===== src/hdl/in_order_completion_ring_top_assert.svh =====
// assertion macros used by the completion ring controller
// no dependencies
`ifndef IN_ORDER_COMPLETION_RING_TOP_ASSERT_SVH
`define IN_ORDER_COMPLETION_RING_TOP_ASSERT_SVH

// condition that holds at every clock out of reset
`define IOCR_ASSERT_ALWAYS(lbl, clk, rstn, cond, msg) \
    lbl: assert property (@(posedge clk) disable iff (!rstn) (cond)) else $error(msg);

// condition that holds in the cycle after the trigger
`define IOCR_ASSERT_NEXT(lbl, clk, rstn, ante, cons, msg) \
    lbl: assert property (@(posedge clk) disable iff (!rstn) (ante) |=> (cons)) else $error(msg);

`endif


===== src/hdl/iocr_pkg.sv =====
// types, codes and constants of the in-order completion ring
// no dependencies
package iocr_pkg;

    localparam int MAX_SLOTS_DEF = 32;
    localparam int MAX_RESULTS   = 32;
    localparam int NOTICE_W      = $clog2(MAX_RESULTS);

    localparam int QSIZE_W  = 6;
    localparam int LIMIT_W  = 10;
    localparam int RETRY_W  = 11;
    localparam int SLOT_W   = 5;
    localparam int STATUS_W = 32;
    localparam int TAG_W    = 16;
    localparam int COUNT_W  = 5;

    localparam logic [QSIZE_W-1:0] QUEUE_SIZE_RST  = 6'd32;
    localparam logic [LIMIT_W-1:0] RETRY_LIMIT_RST = 10'd1000;

    localparam int CFG_IDX_W  = 1;
    localparam int CFG_DATA_W = 10;
    localparam logic [CFG_IDX_W-1:0] REG_QUEUE_SIZE  = 1'd0;
    localparam logic [CFG_IDX_W-1:0] REG_RETRY_LIMIT = 1'd1;

    localparam int S_TDATA_W = 64;
    localparam int S_TUSER_W = 2;
    localparam int M_TDATA_W = 56;
    localparam int M_TUSER_W = 4;

    typedef enum logic [1:0] {
        OP_ALLOC    = 2'd0,
        OP_COMPLETE = 2'd1,
        OP_FLUSH    = 2'd2,
        OP_RELEASE  = 2'd3
    } op_t;

    typedef enum logic [2:0] {
        KIND_GRANTED = 3'd0,
        KIND_FULL    = 3'd1,
        KIND_NOTICE  = 3'd2,
        KIND_DONE    = 3'd3,
        KIND_PENDING = 3'd4,
        KIND_FAILURE = 3'd5,
        KIND_ACK     = 3'd6
    } kind_t;

    typedef enum logic [1:0] {
        ST_IDLE     = 2'd0,
        ST_RELEASE  = 2'd1,
        ST_FL_CHECK = 2'd2,
        ST_FL_EVAL  = 2'd3
    } state_t;

    typedef struct packed {
        op_t                        op;
        logic [SLOT_W-1:0]          slot;
        logic signed [STATUS_W-1:0] status;
        logic [TAG_W-1:0]           tag;
        logic [COUNT_W-1:0]         count;
    } cmd_t;

    typedef struct packed {
        kind_t                      kind;
        logic [SLOT_W-1:0]          slot;
        logic [TAG_W-1:0]           tag;
        logic signed [STATUS_W-1:0] status;
        logic                       warn;
        logic                       last;
    } result_t;

endpackage


===== src/hdl/in_order_completion_ring_top.sv =====
// in-order completion ring, top level with stream and register ports
// depends on iocr_pkg, iocr_ctrl, iocr_out_reg
//
// usage:
// requests enter on the s_ stream, operation in s_tuser; results leave on the
// m_ stream, kind and timeout warning in m_tuser, m_tlast on the final result
// of each request. registers are written on the cfg channel (index 0 queue
// size, index 1 retry limit), cfg_ready is always high; write only when idle.
// allocate and complete are handled while idle; the result is in the output
// register in the next cycle. release: the count is reduced by the ring size
// while it is at least the ring size, then the tail steps back and an ack
// is given once the output register is free. flush: the request is taken,
// then each visited entry gets a state ram read, then an evaluation; a walk
// reaching the tail adds flush done; each notice needs the output register free.
// a new request is taken only when the ring is idle and the output register
// is empty or being drained; a stalled receiver holds the walk at any entry that needs a result.
// reset: queue size 32, retry limit 1000, pointers, retry counter and done
// flags cleared; output stream empty. no clearing pass is needed.
module in_order_completion_ring_top #(
    parameter int MAX_SLOTS = iocr_pkg::MAX_SLOTS_DEF
) (
    input  logic                            clk,
    input  logic                            rst_n,
    input  logic                            s_tvalid,
    output logic                            s_tready,
    // slot[4:0], status_value[36:5], completion_tag[52:37], release_count[57:53]
    input  logic [iocr_pkg::S_TDATA_W-1:0]  s_tdata,
    // operation[1:0]
    input  logic [iocr_pkg::S_TUSER_W-1:0]  s_tuser,
    output logic                            m_tvalid,
    input  logic                            m_tready,
    // result_slot[4:0], result_tag[20:5], result_status[52:21]
    output logic [iocr_pkg::M_TDATA_W-1:0]  m_tdata,
    // result_kind[2:0], timeout_warning[3]
    output logic [iocr_pkg::M_TUSER_W-1:0]  m_tuser,
    output logic                            m_tlast,
    input  logic                            cfg_valid,
    output logic                            cfg_ready,
    input  logic [iocr_pkg::CFG_IDX_W-1:0]  cfg_index,
    input  logic [iocr_pkg::CFG_DATA_W-1:0] cfg_data
);

    iocr_pkg::cmd_t    cmd;
    iocr_pkg::result_t res;
    iocr_pkg::result_t res_out;
    logic              res_load;
    logic              res_ready;

    assign cmd.op     = iocr_pkg::op_t'(s_tuser[1:0]);
    assign cmd.slot   = s_tdata[4:0];
    assign cmd.status = s_tdata[36:5];
    assign cmd.tag    = s_tdata[52:37];
    assign cmd.count  = s_tdata[57:53];

    assign cfg_ready = 1'b1;

    iocr_ctrl #(
        .MAX_SLOTS (MAX_SLOTS)
    ) u_ctrl (
        .clk       (clk),
        .rst_n     (rst_n),
        .cmd_valid (s_tvalid),
        .cmd_ready (s_tready),
        .cmd       (cmd),
        .cfg_valid (cfg_valid),
        .cfg_index (cfg_index),
        .cfg_data  (cfg_data),
        .res_ready (res_ready),
        .res_load  (res_load),
        .res       (res)
    );

    iocr_out_reg u_out_reg (
        .clk       (clk),
        .rst_n     (rst_n),
        .load      (res_load),
        .res_in    (res),
        .can_load  (res_ready),
        .out_valid (m_tvalid),
        .out_ready (m_tready),
        .res_out   (res_out)
    );

    assign m_tdata = {3'b000, res_out.status, res_out.tag, res_out.slot};
    assign m_tuser = {res_out.warn, res_out.kind};
    assign m_tlast = res_out.last;

endmodule


===== src/hdl/iocr_ram.sv =====
// generic single-port-write, single-port-read ram with registered read
// no dependencies
module iocr_ram #(
    parameter int WIDTH = 8,
    parameter int DEPTH = 32
) (
    input  logic                     clk,
    input  logic                     we,
    input  logic [$clog2(DEPTH)-1:0] waddr,
    input  logic [WIDTH-1:0]         wdata,
    input  logic                     re,
    input  logic [$clog2(DEPTH)-1:0] raddr,
    output logic [WIDTH-1:0]         rdata
);

    logic [WIDTH-1:0] mem [DEPTH];

    always_ff @(posedge clk)
    begin
        if (we)
        begin
            mem[waddr] <= wdata;
        end
        if (re)
        begin
            rdata <= mem[raddr];
        end
    end

endmodule


===== src/hdl/iocr_out_reg.sv =====
// result output register between the ring controller and the master stream
// depends on iocr_pkg
module iocr_out_reg (
    input  logic              clk,
    input  logic              rst_n,
    input  logic              load,
    input  iocr_pkg::result_t res_in,
    output logic              can_load,
    output logic              out_valid,
    input  logic              out_ready,
    output iocr_pkg::result_t res_out
);

    logic              valid_reg;
    logic              valid_next;
    iocr_pkg::result_t data_reg;

    assign can_load  = !valid_reg || out_ready;
    assign out_valid = valid_reg;
    assign res_out   = data_reg;

    always_comb
    begin
        valid_next = valid_reg;
        if (load)
        begin
            valid_next = 1'b1;
        end
        else if (out_ready)
        begin
            valid_next = 1'b0;
        end
    end

    always_ff @(posedge clk or negedge rst_n)
    begin
        if (!rst_n)
        begin
            valid_reg <= 1'b0;
        end
        else
        begin
            valid_reg <= valid_next;
        end
    end

    always_ff @(posedge clk)
    begin
        if (load)
        begin
            data_reg <= res_in;
        end
    end

endmodule


===== src/hdl/iocr_ctrl.sv =====
// ring controller: head/tail pointers, retry counter, flush walk sequencer
// depends on iocr_pkg, iocr_ram and in_order_completion_ring_top_assert.svh
`include "in_order_completion_ring_top_assert.svh"

module iocr_ctrl #(
    parameter int MAX_SLOTS = iocr_pkg::MAX_SLOTS_DEF
) (
    input  logic                                 clk,
    input  logic                                 rst_n,
    input  logic                                 cmd_valid,
    output logic                                 cmd_ready,
    input  iocr_pkg::cmd_t                       cmd,
    input  logic                                 cfg_valid,
    input  logic [iocr_pkg::CFG_IDX_W-1:0]       cfg_index,
    input  logic [iocr_pkg::CFG_DATA_W-1:0]      cfg_data,
    input  logic                                 res_ready,
    output logic                                 res_load,
    output iocr_pkg::result_t                    res
);

    localparam int IDX_W = $clog2(MAX_SLOTS);
    localparam int SZ_W  = ($clog2(MAX_SLOTS + 1) > iocr_pkg::QSIZE_W) ?
                           $clog2(MAX_SLOTS + 1) : iocr_pkg::QSIZE_W;
    localparam int ST_W  = iocr_pkg::STATUS_W + 1;

    iocr_pkg::state_t                  state_reg;
    iocr_pkg::state_t                  state_next;
    logic [iocr_pkg::QSIZE_W-1:0]      queue_size_reg;
    logic [iocr_pkg::QSIZE_W-1:0]      queue_size_next;
    logic [iocr_pkg::LIMIT_W-1:0]      retry_limit_reg;
    logic [iocr_pkg::LIMIT_W-1:0]      retry_limit_next;
    logic [IDX_W-1:0]                  head_reg;
    logic [IDX_W-1:0]                  head_next;
    logic [IDX_W-1:0]                  tail_reg;
    logic [IDX_W-1:0]                  tail_next;
    logic [iocr_pkg::RETRY_W-1:0]      retry_reg;
    logic [iocr_pkg::RETRY_W-1:0]      retry_next;
    logic [iocr_pkg::NOTICE_W-1:0]     notice_reg;
    logic [iocr_pkg::NOTICE_W-1:0]     notice_next;
    logic [iocr_pkg::COUNT_W-1:0]      rem_reg;
    logic [iocr_pkg::COUNT_W-1:0]      rem_next;
    logic [MAX_SLOTS-1:0]              vld_reg;
    logic [MAX_SLOTS-1:0]              vld_next;
    logic                              vld_rd_reg;

    logic                              st_we;
    logic [IDX_W-1:0]                  st_waddr;
    logic [ST_W-1:0]                   st_wdata;
    logic [ST_W-1:0]                   st_rdata;
    logic                              tag_we;
    logic [iocr_pkg::TAG_W-1:0]        tag_rdata;
    logic                              rd_en;

    logic [SZ_W-1:0]                   qs_ext;
    logic [SZ_W-1:0]                   ring_sz;
    logic                              acc;
    logic                              cfg_qs_wr;
    logic [SZ_W-1:0]                   tail_inc;
    logic [IDX_W-1:0]                  tail_wrap;
    logic [SZ_W-1:0]                   head_inc;
    logic [IDX_W-1:0]                  head_wrap;
    logic                              is_full;
    logic                              slot_in_ring;
    logic [SZ_W-1:0]                   rem_ext;
    logic [SZ_W-1:0]                   tail_ext;
    logic                              rem_big;
    logic [SZ_W-1:0]                   rel_tail;
    logic                              walk_end;
    logic                              ent_done;
    logic                              ent_fail;
    logic                              ent_tag;
    logic                              notice_cap;
    logic [iocr_pkg::RETRY_W-1:0]      retry_inc;
    logic                              retry_over;

    // ring size clamped to the legal range
    assign qs_ext  = SZ_W'(queue_size_reg);
    assign ring_sz = (qs_ext < SZ_W'(2)) ? SZ_W'(2) :
                     ((qs_ext > SZ_W'(MAX_SLOTS)) ? SZ_W'(MAX_SLOTS) : qs_ext);

    assign cmd_ready = (state_reg == iocr_pkg::ST_IDLE) && res_ready;
    assign acc       = cmd_valid && cmd_ready;
    assign cfg_qs_wr = cfg_valid && (cfg_index == iocr_pkg::REG_QUEUE_SIZE);

    assign tail_inc     = SZ_W'(tail_reg) + SZ_W'(1);
    assign tail_wrap    = (tail_inc >= ring_sz) ? '0 : IDX_W'(tail_inc);
    assign head_inc     = SZ_W'(head_reg) + SZ_W'(1);
    assign head_wrap    = (head_inc >= ring_sz) ? '0 : IDX_W'(head_inc);
    assign is_full      = (tail_wrap == head_reg);
    assign slot_in_ring = (SZ_W'(cmd.slot) < ring_sz);

    // release: reduce the count below the ring size, then step the tail back
    assign rem_ext  = SZ_W'(rem_reg);
    assign tail_ext = SZ_W'(tail_reg);
    assign rem_big  = (rem_ext >= ring_sz);
    assign rel_tail = (tail_ext >= rem_ext) ? (tail_ext - rem_ext) :
                      (tail_ext + (ring_sz - rem_ext));

    assign walk_end   = (head_reg == tail_reg);
    assign ent_done   = vld_rd_reg && st_rdata[ST_W-1];
    assign ent_fail   = (st_rdata[iocr_pkg::STATUS_W-1:0] != '0);
    assign ent_tag    = (tag_rdata != '0);
    assign notice_cap = (notice_reg == iocr_pkg::NOTICE_W'(iocr_pkg::MAX_RESULTS - 1));
    assign retry_inc  = retry_reg + iocr_pkg::RETRY_W'(1);
    assign retry_over = (retry_inc > iocr_pkg::RETRY_W'(retry_limit_reg));

    assign rd_en = (state_reg == iocr_pkg::ST_FL_CHECK) && !walk_end;

    iocr_ram #(
        .WIDTH (ST_W),
        .DEPTH (MAX_SLOTS)
    ) u_state_ram (
        .clk   (clk),
        .we    (st_we),
        .waddr (st_waddr),
        .wdata (st_wdata),
        .re    (rd_en),
        .raddr (head_reg),
        .rdata (st_rdata)
    );

    iocr_ram #(
        .WIDTH (iocr_pkg::TAG_W),
        .DEPTH (MAX_SLOTS)
    ) u_tag_ram (
        .clk   (clk),
        .we    (tag_we),
        .waddr (tail_reg),
        .wdata (cmd.tag),
        .re    (rd_en),
        .raddr (head_reg),
        .rdata (tag_rdata)
    );

    // next state
    always_comb
    begin
        state_next = state_reg;
        unique case (state_reg)
            iocr_pkg::ST_IDLE:
            begin
                if (acc)
                begin
                    unique case (cmd.op)
                        iocr_pkg::OP_FLUSH:   state_next = iocr_pkg::ST_FL_CHECK;
                        iocr_pkg::OP_RELEASE: state_next = iocr_pkg::ST_RELEASE;
                        default:              state_next = iocr_pkg::ST_IDLE;
                    endcase
                end
            end
            iocr_pkg::ST_RELEASE:
            begin
                if (!rem_big && res_ready)
                begin
                    state_next = iocr_pkg::ST_IDLE;
                end
            end
            iocr_pkg::ST_FL_CHECK:
            begin
                if (!walk_end)
                begin
                    state_next = iocr_pkg::ST_FL_EVAL;
                end
                else if (res_ready)
                begin
                    state_next = iocr_pkg::ST_IDLE;
                end
            end
            iocr_pkg::ST_FL_EVAL:
            begin
                priority if (!ent_done || ent_fail || (ent_tag && notice_cap))
                begin
                    if (res_ready)
                    begin
                        state_next = iocr_pkg::ST_IDLE;
                    end
                end
                else if (ent_tag)
                begin
                    if (res_ready)
                    begin
                        state_next = iocr_pkg::ST_FL_CHECK;
                    end
                end
                else
                begin
                    state_next = iocr_pkg::ST_FL_CHECK;
                end
            end
            default: state_next = iocr_pkg::ST_IDLE;
        endcase
    end

    // datapath and outputs
    always_comb
    begin
        queue_size_next  = queue_size_reg;
        retry_limit_next = retry_limit_reg;
        head_next        = head_reg;
        tail_next        = tail_reg;
        retry_next       = retry_reg;
        notice_next      = notice_reg;
        rem_next         = rem_reg;
        vld_next         = vld_reg;
        st_we            = 1'b0;
        st_waddr         = tail_reg;
        st_wdata         = '0;
        tag_we           = 1'b0;
        res_load         = 1'b0;
        res.kind         = iocr_pkg::KIND_ACK;
        res.slot         = '0;
        res.tag          = '0;
        res.status       = '0;
        res.warn         = 1'b0;
        res.last         = 1'b1;

        unique case (state_reg)
            iocr_pkg::ST_IDLE:
            begin
                if (acc)
                begin
                    unique case (cmd.op)
                        iocr_pkg::OP_ALLOC:
                        begin
                            res_load = 1'b1;
                            res.slot = iocr_pkg::SLOT_W'(tail_reg);
                            if (is_full)
                            begin
                                res.kind = iocr_pkg::KIND_FULL;
                            end
                            else
                            begin
                                res.kind  = iocr_pkg::KIND_GRANTED;
                                res.tag   = cmd.tag;
                                st_we     = 1'b1;
                                tag_we    = 1'b1;
                                tail_next = tail_wrap;
                            end
                        end
                        iocr_pkg::OP_COMPLETE:
                        begin
                            res_load   = 1'b1;
                            res.kind   = iocr_pkg::KIND_ACK;
                            res.slot   = cmd.slot;
                            res.status = cmd.status;
                            st_waddr   = IDX_W'(cmd.slot);
                            st_wdata   = {1'b1, cmd.status};
                            st_we      = slot_in_ring;
                        end
                        iocr_pkg::OP_RELEASE:
                        begin
                            rem_next = cmd.count;
                        end
                        iocr_pkg::OP_FLUSH:
                        begin
                            notice_next = '0;
                        end
                        default:
                        begin
                            notice_next = notice_reg;
                        end
                    endcase
                end
            end
            iocr_pkg::ST_RELEASE:
            begin
                if (rem_big)
                begin
                    rem_next = iocr_pkg::COUNT_W'(rem_ext - ring_sz);
                end
                else if (res_ready)
                begin
                    tail_next = IDX_W'(rel_tail);
                    res_load  = 1'b1;
                    res.kind  = iocr_pkg::KIND_ACK;
                    res.slot  = iocr_pkg::SLOT_W'(rel_tail);
                end
            end
            iocr_pkg::ST_FL_CHECK:
            begin
                if (walk_end && res_ready)
                begin
                    retry_next = '0;
                    res_load   = 1'b1;
                    res.kind   = iocr_pkg::KIND_DONE;
                    res.slot   = iocr_pkg::SLOT_W'(head_reg);
                end
            end
            iocr_pkg::ST_FL_EVAL:
            begin
                res.slot = iocr_pkg::SLOT_W'(head_reg);
                priority if (!ent_done)
                begin
                    if (res_ready)
                    begin
                        res_load   = 1'b1;
                        res.kind   = iocr_pkg::KIND_PENDING;
                        res.warn   = retry_over;
                        retry_next = retry_over ? '0 : retry_inc;
                    end
                end
                else if (ent_fail)
                begin
                    res_load   = res_ready;
                    res.kind   = iocr_pkg::KIND_FAILURE;
                    res.status = st_rdata[iocr_pkg::STATUS_W-1:0];
                end
                else if (ent_tag && notice_cap)
                begin
                    res_load = res_ready;
                    res.kind = iocr_pkg::KIND_PENDING;
                end
                else if (ent_tag)
                begin
                    if (res_ready)
                    begin
                        res_load    = 1'b1;
                        res.kind    = iocr_pkg::KIND_NOTICE;
                        res.tag     = tag_rdata;
                        res.last    = 1'b0;
                        notice_next = notice_reg + iocr_pkg::NOTICE_W'(1);
                        head_next   = head_wrap;
                    end
                end
                else
                begin
                    head_next = head_wrap;
                end
            end
            default:
            begin
                res_load = 1'b0;
            end
        endcase

        if (st_we)
        begin
            vld_next[st_waddr] = 1'b1;
        end

        // the user must write registers only while idle; the block itself does not enforce it
        if (cfg_qs_wr)
        begin
            queue_size_next = cfg_data[iocr_pkg::QSIZE_W-1:0];
            head_next       = '0;
            tail_next       = '0;
            retry_next      = '0;
        end
        if (cfg_valid && (cfg_index == iocr_pkg::REG_RETRY_LIMIT))
        begin
            retry_limit_next = cfg_data;
        end
    end

    always_ff @(posedge clk or negedge rst_n)
    begin
        if (!rst_n)
        begin
            state_reg       <= iocr_pkg::ST_IDLE;
            queue_size_reg  <= iocr_pkg::QUEUE_SIZE_RST;
            retry_limit_reg <= iocr_pkg::RETRY_LIMIT_RST;
            head_reg        <= '0;
            tail_reg        <= '0;
            retry_reg       <= '0;
            notice_reg      <= '0;
            rem_reg         <= '0;
            vld_reg         <= '0;
        end
        else
        begin
            state_reg       <= state_next;
            queue_size_reg  <= queue_size_next;
            retry_limit_reg <= retry_limit_next;
            head_reg        <= head_next;
            tail_reg        <= tail_next;
            retry_reg       <= retry_next;
            notice_reg      <= notice_next;
            rem_reg         <= rem_next;
            vld_reg         <= vld_next;
        end
    end

    always_ff @(posedge clk)
    begin
        if (rd_en)
        begin
            vld_rd_reg <= vld_reg[head_reg];
        end
    end

    `IOCR_ASSERT_ALWAYS(a_head_in_ring, clk, rst_n, SZ_W'(head_reg) < ring_sz,
        "head outside ring")
    `IOCR_ASSERT_ALWAYS(a_tail_in_ring, clk, rst_n, SZ_W'(tail_reg) < ring_sz,
        "tail outside ring")
    `IOCR_ASSERT_NEXT(a_read_then_eval, clk, rst_n, rd_en,
        state_reg == iocr_pkg::ST_FL_EVAL, "entry read not followed by evaluation")
    `IOCR_ASSERT_NEXT(a_size_write_clears, clk, rst_n, cfg_qs_wr,
        (head_reg == '0) && (tail_reg == '0) && (retry_reg == '0),
        "size write did not clear pointers")

endmodule


===== config.mk =====
export PLATFORM = sky130hd
export DESIGN_NAME = in_order_completion_ring_top
export DESIGN_NICKNAME = d
export VERILOG_FILES = /design/src/hdl/iocr_pkg.sv /design/src/hdl/in_order_completion_ring_top.sv /design/src/hdl/iocr_ram.sv /design/src/hdl/iocr_out_reg.sv /design/src/hdl/iocr_ctrl.sv
export VERILOG_INCLUDE_DIRS = /design/src /design/src/hdl
export SDC_FILE = /design/constraint.sdc
export NUM_CORES = 2
export LEC_CHECK = 0
export BUFFER_PORTS_ARGS = -buffer_cell sky130_fd_sc_hd__buf_2
export CORE_AREA = 2 2 327 329
export DETAILED_ROUTE_END_ITERATION = 16
export DIE_AREA = 0 0 329 331
export PLACE_DENSITY_LB_ADDON = 0.08
export RECOVER_POWER = 50
export SETUP_SLACK_MARGIN = 0.3
export SYNTH_ARGS = -nofsm -noshare
export SYNTH_HDL_FRONTEND = slang
export SYNTH_SLANG_ARGS = --single-unit

===== constraint.sdc =====
create_clock -name clk -period 10.38 [get_ports clk]
set_input_delay 1.557 -clock clk [delete_from_list [all_inputs] [get_ports clk]]
set_output_delay 1.557 -clock clk [all_outputs]
set_load 0.01 [all_outputs]

After elaboration in Yosys (flattened, before gate mapping)
Memories as Yosys holds them, arrays and structs flattened. A register that Yosys moved wholly into a read port is not among the register bits.
Cells that the tools add are included.
W data, S select, Z words.
{ "totals": {"ff_bits": 141, "latchBits": 0, "mem_bits_rw": 1568, "romBits": 0, "inputBits": 82, "output_inout_bits": 64, "word_cells": 215, "mem_count": 2} }
{ "mem_list": {"columns": ["memory", "words", "width", "read_ports", "rd_clocked_by_memory_dff", "wr", "line_no", "rtl"], "rows": [
  ["u_ctrl.u_state_ram.mem", 32, 33, 1, 1, 1, "iocr_ram.sv:16", "logic [WIDTH-1:0] mem [DEPTH];"],
  ["u_ctrl.u_tag_ram.mem", 32, 16, 1, 1, 1, "iocr_ram.sv:16", null]
]} }
{ "op_classes": {"n_addsub": 8, "n_mul": 0, "n_div": 0, "n_lt_le_gt_ge": 11, "eq_ne": 31, "n_shift": 0, "muxes": 103, "n_bitwise": 6, "reduce_logical": 37} }
{ "op_table": {"columns": ["operator", "count"], "rows": [
  ["$mux W5", 30],
  ["$mux W33", 3],
  ["$mux W16", 6],
  ["$pmux W48 S2", 1],
  ["$mux W32", 2],
  ["$mux W56", 1],
  ["$mux W11", 5],
  ["$mux W48", 1],
  ["$or A32 B32 Y32", 1],
  ["$pmux W8 S4", 1],
  ["$reduce_bool A32 Y1", 1],
  ["$pmux W5 S2", 3],
  ["$mux W1", 25],
  ["$pmux W11 S2", 1],
  ["$mux W2", 8],
  ["$mux W8", 2],
  ["$ne A2 B1 Y1 const B", 8],
  ["$pmux W8 S2", 1],
  ["$reduce_bool A16 Y1", 1],
  ["$mux W3", 5],
  ["$ne A3 B2 Y1 const B", 5],
  ["$sub A5 B5 Y5", 3],
  ["$add A5 B1 Y6 const B", 2],
  ["$ge A6 B6 Y1", 2],
  ["40 further kinds", 78]
]} }

Logic depth before layout (Yosys ltp)
{ "depth": {"depth_word": 12, "ltp_mapped": 13} }

By module
From an unflattened synthesis, not the netlist that was laid out.
{ "unflattened": {"hier_cells": 4355, "hier_area_um2": 71681.2} }
{ "modules_own_cells": {"columns": ["mod", "instances", "cells_per_inst", "area_per_inst_um2", "seq_area_each_um2"], "rows": [
  ["iocr_ram (u_ctrl.u_state_ram)", 1, 2332, 42144.2, 32701.4],
  ["iocr_ram (u_ctrl.u_tag_ram)", 1, 1143, 20694.8, 15855.2],
  ["iocr_ctrl", 1, 813, 7015.5, 2065.7],
  ["iocr_out_reg", 1, 61, 1789.2, 1766.7],
  ["in_order_completion_ring_top", 1, 6, 37.5, 0.0]
]} }

Worst setup path after synthesis
No wires, ideal clock.
{ "synth_timing": {"kind": "in2reg", "startpoint": "input m_tready", "endpoint": "register u_out_reg.data_reg, in the netlist u_out_reg.res_out[0], enable pin", "arrival_time_ns": 6.401, "required_ns": 9.825, "path_slack_ns": 3.423, "stages": 5, "path_buffers": 1, "path_cell_list": "nand2b_1 > clkbuf_1 > nand3_1 > o311a_1 > o21ai_0"} }
{ "synth_between": {"elab_chain_cells": 7} }
{ "synth_rtl": {"columns": ["item", "line_no", "rtl"], "rows": [
  ["from (decl)", "in_order_completion_ring_top.sv:31", "input logic m_tready,"],
  ["$logic_or A1 B1 Y1 (*)", "iocr_out_reg.sv:18", "assign can_load = !valid_reg || out_ready;"],
  ["$mux W1", "iocr_ctrl.sv:271, iocr_ctrl.sv:294, iocr_ctrl.sv:315", null],
  ["$mux W1", "iocr_ctrl.sv:313", "else if (ent_tag)"],
  ["$mux W1", "iocr_ctrl.sv:308", "else if (ent_tag && notice_cap)"],
  ["$mux W1", "iocr_ctrl.sv:302", "else if (ent_fail)"],
  ["$mux W1", "iocr_ctrl.sv:292", "priority if (!ent_done)"],
  ["$pmux W1 S4 (*)", "iocr_ctrl.sv:217", "unique case (state_reg)"],
  ["net res_load", "in_order_completion_ring_top.sv:46", "logic res_load;"],
  ["to (signal assigned)", "iocr_out_reg.sv:51", "data_reg <= res_in;"],
  ["to (decl)", "iocr_out_reg.sv:16", "iocr_pkg::result_t data_reg;"]
]} }
The timed path passes the listed nets; every way through them passes the cells marked *.
A chain may end at the register's enable or synchronous reset.

Worst setup path after layout
{ "layout_timing": {"startpoint": "input m_tready", "endpoint": "memory u_ctrl.u_state_ram.mem[17][8] (netlist name), enable pin"} }
{ "layout_between": {"elab_chain_cells": 7} }
{ "layout_rtl": {"columns": ["item", "line_no", "rtl"], "rows": [
  ["$logic_or A1 B1 Y1 (*)", "iocr_out_reg.sv:18", null],
  ["$logic_and A1 B1 Y1 (*)", "iocr_ctrl.sv:81", "assign cmd_ready = (state_reg == iocr_pkg::ST_IDLE) && res_ready;"],
  ["$logic_and A1 B1 Y1 (*)", "iocr_ctrl.sv:82", "assign acc = cmd_valid && cmd_ready;"],
  ["$mux W1", "iocr_ctrl.sv:220", "if (acc)"],
  ["$mux W1", "iocr_ctrl.sv:217", null],
  ["$mux W1", "iocr_ram.sv:20", "if (we)"],
  ["$mux W1 (not written as such)", "iocr_ram.sv:22", "mem[waddr] <= wdata;"],
  ["to (decl)", "iocr_ram.sv:16", null]
]} }
Mark *: on every way between the ends. The rest lies on a longest branch, timed or not.

==> metrics.md <==
| Metric | Value |
|---|---|
| Status | finished, violations left |
| Failing checks | max-capacitance violations, max-slew violations |
| # resized after CTS | 0 |
| Area Growth Syn to Fin | 11.5% |
| Via/cell ratio | 6.88 |
| Max Freq | 129 MHz |
| Synth area leaders | edfxtp_1 (72%), mux4_2 (16%), dfrtp_1 (2.7%) |
| Clock-pin slew on the worst setup and hold paths | 0.06 ns |
| CTS tree | yes |
| Worst Setup Start Kind | primary input |
| Slew Viols, Final | 1,040 |
| Diodes inserted | 0 |
| CP Capture Type | flip-flop |
| Cell area power density | 200 nW/um2 |
| Fin area | 78,000 um2 |
| Post-route ant nets | 0 |
| Worst endpoint required time | 10.77 ns |
| Clk_skew | 0.0483 ns |
| DRC violations left | 0 |
| DR pass1 iterations | 6 |
| Final WL | 163 mm |
| Fraction of registers with async set/reset | 4.66% |
| Synth warn | 0 |
| Initial Utilization | 66.7% |
| Vias in the first global route | 35,400 |
| Final GP Congestion | 0.889 |
| Min cycle time layout | 7.74 ns |
| Die W | 329 um |
| PortBufs | 135 |
| Initial antenna violation count | 1 |
| Ys flop type | edfxtp_1 |
| Tot GR Track Use | 30.6% |
| Dominant cell type by area after synthesis | edfxtp_1 |
| Largest net degree at the start of global routing | 160 |
| Flip-flop and latch count after synthesis | 1,758 |
| Die Ht | 331 um |
| Worst Path Arrival | 8.13 ns |
| Yosys top cell area share | 71.9% |
| Post-synth EDFFs | 1,676 |
| Worst-Margin Slew | 4.53 ns |
| Worst hold path type | flip-flop to flip-flop |
| TNS Setup | 0 ns |
| CORE AREA | 105,000 um2 |
| Area after DPL | 72,900 um2 |
| Clock sink count | 1,758 |
| Worst-Skew Late Latency | 0.79 ns |
| Postcts setup bufs | 0 |
| Via count | 34,500 |
| Final Power | 15,600 uW |
| Fin crit share | 74.6% |
| Row cnt | 119 |
| CTS max path bufs | 3 |
| Syn_area_per_cell | 21.6 um2 |
| Sequential-to-total area share from yosys stat | 74.8% |
| Max FFs per register | 1,056 |
| Starting DRC count in detailed routing | 4,446 |
| Hold WS | 0.480 ns |
| Max IR drop VDD | 0.000164 V |
| DIE AREA | 109,000 um2 |
| Worst Path Max Fanout | 74 |
| Reg with most FFs | u_ctrl.u_state_ram.mem |
| Max_cap viols | 29 |
| H-tree levels | 4 |
| RSZ-0062 raised after global routing | false |
| Leakage | 0.0248 uW |
| Layout cells sized above 1 | 28.4% |
| # hold bufs at CTS | 0 |
| Crit Path Class | primary input to flip-flop |
| Cts bufs inserted | 168 |
| Clock Tree Root | clkbuf_16 |
| Mapped cell area | 70,000 um2 |
| Setup violators final | 0 |
| Global-route wire length before repair | 236 mm |
| GR Overflow Total | 0 |
| Post-DP HPWL | 84.9 mm |
| Unique cell type count in the Yosys netlist | 78 |
| IO Pins | 146 |
| Drt wl/cell | 32.4 um |
| Final Hold Vio Count | 0 |
| Nets | 3,628 |
| Relative slew margins | -202% |
| Mapped Cells | 3,246 |
==> cells in the mapped netlist (all sizes together), types with 7 or more instances <==
master and count:
a21o 19, a21oi 79, a22o 27, and2 39
buf 82, clkbuf 83, dfrtp 75, dfstp 7
edfxtp 1676, ha 55, inv 49, mux2 65
mux2i 20, mux4 500, nand2 77, nand2b 12
nand3 30, nand4 17, nor2 118, nor2b 14
nor3 14, nor4 20, o211ai 9, o21ai 25
o21bai 16, o22ai 8, o311ai 8, o31ai 12
xnor2 14, xor2 11
==> critical path, cell delays in order <==
cell,delay (ns)
buf_2,0.09
nand2b_1,0.39
and4_2,0.29
clkbuf_1,2.94
mux2i_1,1.00
or2_0,0.82
a21oi_4,0.26
buf_4,0.65
==> final timing paths <==
| check | from | end | slack, ns | depth (start not counted) |
|---|---|---|---|---|
| min reg2reg | u_ctrl.vld_reg[30]$_DFFE_PN0P_ | u_ctrl.vld_reg[30]$_DFFE_PN0P_ | 0.48 | 1 |
| min in group asynchronous | rst_n | u_ctrl.rem_reg[1]$_DFFE_PN0P_ | 2.39 | 1 |
| max in group asynchronous | rst_n | u_ctrl.head_reg[4]$_DFFE_PN0P_ | 4.79 | 1 |
| max | m_tready | u_ctrl.u_state_ram.mem[17][8]$_DFFE_PP_ | 2.64 | 8 |
| max reg2reg | u_ctrl.state_reg[1]$_DFFE_PN0P_ | u_ctrl.u_state_ram.mem[17][8]$_DFFE_PP_ | 2.65 | 9 |
| min | u_ctrl.vld_reg[30]$_DFFE_PN0P_ | u_ctrl.vld_reg[30]$_DFFE_PN0P_ | 0.48 | 1 |
==> through the flow <==
| step | util, % | instances | worst slack (ns) |
|---|---|---|---|
| after floorplan | - | 3248 | 3.42 |
| after global placement | 69.4 | 4706 | 4.68 |
| after detailed placement | 69.4 | 4706 | 4.54 |
| after CTS | 74.5 | 5017 | 4.85 |
| after global routing | 74.3 | 5017 | 2.40 |
| final | 74.3 | 5017 | 2.64 |
==> layout by cell type, fill, tap and decap left out, types with 8 or more instances in the layout <==
cell,n
o31ai_1,12
nand4_1,17
a21oi_1,62
a21oi_4,16
mux4_2,500
clkinv_1,40
buf_2,57
and2_0,33
mux2i_1,20
nor2_4,19
o211ai_1,9
clkbuf_1,121
buf_4,89
inv_1,49
mux2_2,64
clkinv_2,29
nand2b_1,12
nor2_1,98
o22ai_1,8
dfrtp_1,71
nand3_1,29
nor4_1,16
edfxtp_1,1676
clkbuf_16,170
xnor2_1,12
bufinv_16,12
nor3_2,12
clkinv_8,8
nand2_1,77
xor2_1,11
o21bai_1,16
a22o_1,27
nor2b_1,13
ha_1,54
o21ai_0,21
a21o_1,19
==> power by group <==
| group | switching, uW | internal [uW] |
|---|---|---|
| clock network | 2610 | 3340 |
| registers | 136 | 8090 |
| logic | 970 | 430 |
==> cell families (layout without fill, tap and decap cells) <==
kind of cell	after synthesis	count (layout)	synth area share (%)
buf+inv	214	592	1.32
simple gates	362	362	2.59
flops	1758	1758	74.8
other cells	2	4	0.0107
compound gates	239	239	2.32
mux	585	585	17.4
xor+xnor	25	25	0.334
fa+ha+maj	61	61	1.15
==> per-layer routing <==
| metal | vias to the layer above | part of all wire [%] | track usage (%) |
|---|---|---|---|
| met1 | 18200 | 38 | 42.6 |
| li1 | 14100 | - | - |
| met2 | 1934 | 52 | 51.5 |
| met3 | 327 | 7.8 | 4.04 |
| met4 | 0 | 3.1 | 10.2 |
| met5 | - | 0 | 0 |
==> layout make-up <==
class	count	area [um2]
flip-flops and latches	1758	52400
fillers	5766	26900
multi-input cells	1276	17100
clock buffers	209	4430
well taps	1391	1740
repair buffers	232	1290
clock inverters	102	915
inverters	49	184
(Power assumes the default switching activity.)
